### src/rtl/ffba_table.sv
// Block table memory for the first-fit allocator: one synchronous RAM,
// one write and one registered read port. Does not use ffba_pkg.
`default_nettype none
module ffba_table #(
  parameter int AW = 6,
  parameter int DW = 66
) (
  input  wire logic          clk,
  input  wire logic          we,
  input  wire logic [AW-1:0] waddr,
  input  wire logic [DW-1:0] wdata,
  input  wire logic [AW-1:0] raddr,
  output logic      [DW-1:0] rdata
);
  logic [DW-1:0] mem [2**AW];

  always_ff @(posedge clk) begin
    if (we) begin
      mem[waddr] <= wdata;
    end
    rdata <= mem[raddr];
  end
endmodule
`default_nettype wire

### config.mk
export PLATFORM = sky130hd
export DESIGN_NAME = ffba_table
export DESIGN_NICKNAME = d
export VERILOG_FILES = /design/src/rtl/ffba_table.sv
export SDC_FILE = /design/constraint.sdc
export NUM_CORES = 2
export LEC_CHECK = 0
export BUFFER_PORTS_ARGS = -buffer_cell sky130_fd_sc_hd__buf_2
export CAP_MARGIN = 20
export CORE_ASPECT_RATIO = 0.5
export CORE_MARGIN = 4
export CORE_UTILIZATION = 30
export CTS_CLUSTER_DIAMETER = 30
export DETAILED_ROUTE_END_ITERATION = 10
export PLACE_DENSITY = 0.48
export SLEW_MARGIN = 40
export SYNTH_ARGS = -nofsm -noshare
export SYNTH_HDL_FRONTEND = slang
export SYNTH_MEMORY_MAX_BITS = 65536
export SYNTH_SLANG_ARGS = --single-unit
### constraint.sdc
create_clock -name clk -period 9.99 [get_ports clk]
set_input_delay 1.998 -clock clk [delete_from_list [all_inputs] [get_ports clk]]
set_output_delay 1.998 -clock clk [all_outputs]
set_load 0.1 [all_outputs]
After elaboration in Yosys (flattened, before gate mapping). Memory sizes are Yosys's and may differ from the RTL's. A register that Yosys moved wholly into a read port is not among the register bits. Index checks and enable logic that the tools add are counted.

Memories: 1. Bits in writable memories: 4224. Flip-flop bits (word level): 0. Output and inout port bits: 66.

Memory list: mem (depth 64, width 66, read ports 1, clocked after Yosys merged registers in 1, wr ports 1, RTL line 15) `logic [DW-1:0] mem [2**AW];`.

Mux-type cells: 2.

Operators with widths (count): two-way mux 1 bit (2).

Depth between registers and ports, before layout.
Depth after elaboration: 2. Depth in mapped cells: 10. Mapped depth without buffers: 5.

Worst setup path before layout. OpenSTA, ideal clock, no wires.

Kind: in2reg. Start: input port waddr[3]. End: memory mem[48][0], enable pin. Arrival time: 6978 ps. Path buffers: 1. Path slack: 2441 ps. Stages: 4. Cells stage by stage: clkbuf_1 nor2b_1 nand4b_1 nor3_1.

RTL lines: start: declaration (RTL line 10) `input wire logic [AW-1:0] waddr,`; end: declaration (RTL line 15).

Straight into the memory's write port.

Final worst setup path.
Start: input port waddr[2]. End: memory mem[45][13], enable pin.

Straight into the memory's write port.

==> impl.org <==
** Clocking
- TritonCTS built the clock tree.
- The clock passes through at most 4 buffers.
- After clock tree synthesis, the clock-pin slew on the worst setup and hold paths is around 0.050 ns.
- Insertion delay to the later sink of the worst-skew pair :: between 1 and 1.5 ns
- Count of cells resized by post-cts repair :: 0
- Clock tree synthesis selected as its root buffer the cell sky130_fd_sc_hd__clkbuf_16.
- CTS sink cnt :: approximately 4300
- The clock tree synthesis step divided the H-tree into 6 levels.
- Clock buffer count from CTS :: 663
- Post-CTS Setup Bufs :: 0
- In this run, post-CTS hold repair placed 0 buffers.

** Routing
- After detailed routing, the average wire length per cell comes to 33.1 um.
- Total via count after detailed routing :: just over 80000
- Summed over all layers, the routed wires come to slightly above 500 mm.
- For this run, the detailed router's first-pass iteration total came to 6.
- DRC marker count from the first detailed-route iteration :: between 10000 and 15000
- Antenna-violating nets left :: 0
- Average via count per standard cell :: 5.29
- Post-route DRC violation count :: 0

** Placement
- Weighted congestion at the end of routability-driven global placement :: around 0.75
- Count of port buffers added during placement :: around 150
- Sum of net half-perimeters after detailed placement :: between 200 and 300 mm

** Setup path
- Critical-path maximum fanout :: 32
- The worst setup path is captured at a register.
- Category of the worst setup path launch point :: input port
- The critical path goes through buf_2, nor2b_1, nand3_1, nor2_4, buf_4, buf_4.
- Crit path max-delay family :: simple AND/OR/NAND/NOR gates
- Cell occurring most often along the worst timing path :: sky130_fd_sc_hd__buf_4
- The largest individual stage delay along the critical path comes from the cell sky130_fd_sc_hd__nor2_4.
- Counting both buffers and inverters, the worst setup path holds a total of 3.
- For this run, the slowest stage of the critical path takes 0.86 ns.
- Required time reported for the critical path endpoint :: between 10 and 15 ns
- The critical path is of the input port to register type.
- Arrival time worst endpoint :: between 5 and 6 ns

** Global route
- For this run, the total global-route usage over all layers was measured as 0.179.
- Summed over all layers, the global routing overflow is 0.
- Entering global routing, the biggest net connects between 100 and 150 pins.
- The via count of the first global-routing pass came to about 81000.
- The number of antenna violations at the first check in global routing came to 47.
- The first global-routing pass estimated between 600 and 700 mm of wire.

** Synth
- Summing every instance area after synthesis gives 160000 um2.
- When the netlist entered floorplanning its net count stood at a little under 7000.
- Synth cell types :: 36
- Synth Warn # :: 0
- Main flop type after synthesis :: sky130_fd_sc_hd__edfxtp_1
- For this run, asynchronously set or reset flops after synthesis account for 0.
- The share of the Yosys chip area taken by registers is 0.799.
- Count of flip-flops with a built-in enable after synthesis :: ~4200
- Post-synthesis cell count :: around 6900
- Syn Area/Cell :: about 23 um2
- Number of storage elements in the synthesis netlist :: 4290

** Hold path
- Classification of the worst-slack hold path :: register to register

** STA
- Measured against its own limit, the worst slew margin works out to 0.365.
- Maximum clock frequency :: 221 MHz
- The clock arrives with 0.0400 ns of skew.
- At the pin with the least slew margin, the transition time is ~0.95 ns.
- Setup violations remaining at the end of the flow were counted as 0.
- Period utilisation layout :: 0.453
- Number of failing hold endpoints at the final stage :: 0
- Setup repair after global routing missed its margin :: no
- On the final layout, the worst hold slack is roughly 0.83 ns.
- In the final timing run, aggregate negative setup slack is 0 ns.
- The number of slew-limit violations in the final report is 0.
- Counting I/O delays and the setup requirement, the final critical path takes roughly 4.5 ns.

** Finish
- Relative to the synthesized area, the layout overhead comes to 21.9%.
- In the final layout, the share of cells above drive strength 1 is 0.323.
- After filler insertion, the fill cell instance count of the layout stands at 48100.
- Nets :: 7635

** Run status
- The flow ran to the end, and the final reports show no timing, DRC or antenna violations.

** Floorplanning
- Pin placement for this block handled between 100 and 150 I/O pins.
- The die covers between 500000 and 600000 um2.
- Measured along the x axis, the die boundary spans approximately 1.0 mm.
- For this configuration, the core starts out at a cell density of 0.302.
- The floorplan has 189 rows.
- In this run the standard cell core region covers roughly 530000 um2.
- The die is 525 um tall.

** Power and ir drop
- Peak ir drop on the vdd network :: 174 uV
- Dividing total power by cell area gives a power density of roughly 230 nW/um2.
- Summed over all cells, the static leakage comes to a little over 0.06 uW.

** Run
- Max-cap violations in this run came to 0.
synthesized netlist by cell type, types with 10 or more instances:
library cell / instances / area [um2]
sky130_fd_sc_hd__edfxtp_1: 4224 / 127000
sky130_fd_sc_hd__mux4_2: 1009 / 22700
sky130_fd_sc_hd__o22ai_1: 318 / 1990
sky130_fd_sc_hd__clkbuf_1: 194 / 728
sky130_fd_sc_hd__nor2_1: 120 / 450
sky130_fd_sc_hd__a211oi_1: 106 / 796
sky130_fd_sc_hd__buf_2: 104 / 521
sky130_fd_sc_hd__mux2i_1: 102 / 1020
sky130_fd_sc_hd__nor2b_1: 89 / 557
sky130_fd_sc_hd__dfxtp_1: 66 / 1320
sky130_fd_sc_hd__o221ai_1: 66 / 578
sky130_fd_sc_hd__nor3_1: 58 / 290
sky130_fd_sc_hd__nor4_1: 56 / 350
sky130_fd_sc_hd__o22a_1: 56 / 490
sky130_fd_sc_hd__a22oi_1: 53 / 398
sky130_fd_sc_hd__buf_4: 49 / 368
sky130_fd_sc_hd__buf_1: 36 / 135
sky130_fd_sc_hd__nand2_1: 27 / 101
sky130_fd_sc_hd__nand3_1: 26 / 130
sky130_fd_sc_hd__buf_6: 16 / 180
sky130_fd_sc_hd__a21oi_1: 12 / 60.1
sky130_fd_sc_hd__nand2b_1: 11 / 68.8
sky130_fd_sc_hd__a31oi_1: 10 / 62.6
cells in the final DEF (no fill, tap or decap), drive strengths merged:
| master | instances |
|---|---|
| nand2b | 11 |
| a22oi | 53 |
| inv | 65 |
| diode | 10 |
| or3b | 1 |
| and3 | 7 |
| bufinv | 94 |
| buf | 437 |
| nor2b | 89 |
| o211a | 3 |
| nand4b | 1 |
| dfxtp | 66 |
| a211oi | 106 |
| mux2 | 7 |
| clkbuf | 766 |
| a31oi | 10 |
| nor2 | 121 |
| nor3 | 58 |
| clkinvlp | 64 |
| edfxtp | 4224 |
| nand3 | 26 |
| mux2i | 102 |
| a21oi | 12 |
| o22a | 56 |
| mux4 | 1009 |
| o21ai | 3 |
| nand3b | 2 |
| nor4 | 56 |
| o22ai | 318 |
| or2 | 5 |
| clkinv | 236 |
| o211ai | 7 |
| and2 | 3 |
| nand2 | 27 |
| or3 | 2 |
| o221ai | 66 |
| nand4 | 2 |
power breakdown:
part / total [uW] / internal [uW] / switching (uW)
registers: 20100 / 20000 / 108
logic: 2050 / 624 / 1420
clock network: 23600 / 15000 / 8550
kinds of logic (layout without fill, tap and decap cells):
group,after synthesis,count (layout),share of synthesized area
DFF,4290,4290,0.799
muxes,1118,1118,0.148
AOI/OAI and AO/OA,634,634,0.0279
and+or+nand+nor,411,411,0.0131
buffers and inverters,399,1662,0.0120
other,0,10,0
area by class of cell:
class | instances | area (um2) | share of cell area
Sequential cell | 4290 | 128000 | 0.655
Multi-Input combinational cell | 2163 | 31000 | 0.159
Clock buffer | 766 | 17400 | 0.0887
Tap cell | 7067 | 8840 | 0.0452
Timing Repair Buffer | 437 | 4690 | 0.0240
Clock inverter | 459 | 5550 | 0.0283
Antenna cell | 10 | 25.0 | 0.000128
metal layers:
layer,share of wire,global-route usage
met1,0.44,0.258
met2,0.47,0.285
met3,0.069,0.0267
met4,0.024,0.0450
met5,0.000026,0
through the flow:
step                      instances  power, uW  worst slack (ns)  area (um2)  utilization
after floorplan                6852      21500              2.44      160000            -
after global placement        13900      22500              3.87      171000        0.322
after detailed placement      14000      22500              4.43      173000        0.325
after CTS                     15200      46100              5.52      196000        0.368
after global routing          15200      47000              5.27      196000        0.368
final                         15200      45700              5.46      196000        0.368
worst paths after layout:
path	from	endpoint	slack (ns)	cells past startpoint
min	mem[63][60]	rdata[60]	0.83	4
max reg2reg	mem[51][61]	rdata[61]	7.80	5
max	waddr[2]	mem[45][13]	5.46	6
min reg2reg	mem[63][60]	rdata[60]	0.83	4
flip-flops by register name, indices dropped and copies added (netlist names):
register and count:
rdata 66, mem 4224
worst min-delay path: stages (launching register included):
cell and delay, ns:
sky130_fd_sc_hd__edfxtp_1 0.31, sky130_fd_sc_hd__mux4_2 0.22, sky130_fd_sc_hd__a22oi_1 0.06, sky130_fd_sc_hd__nand3_1 0.09, sky130_fd_sc_hd__o211a_1 0.13
Note: power is estimated with default switching activity, not from simulation.
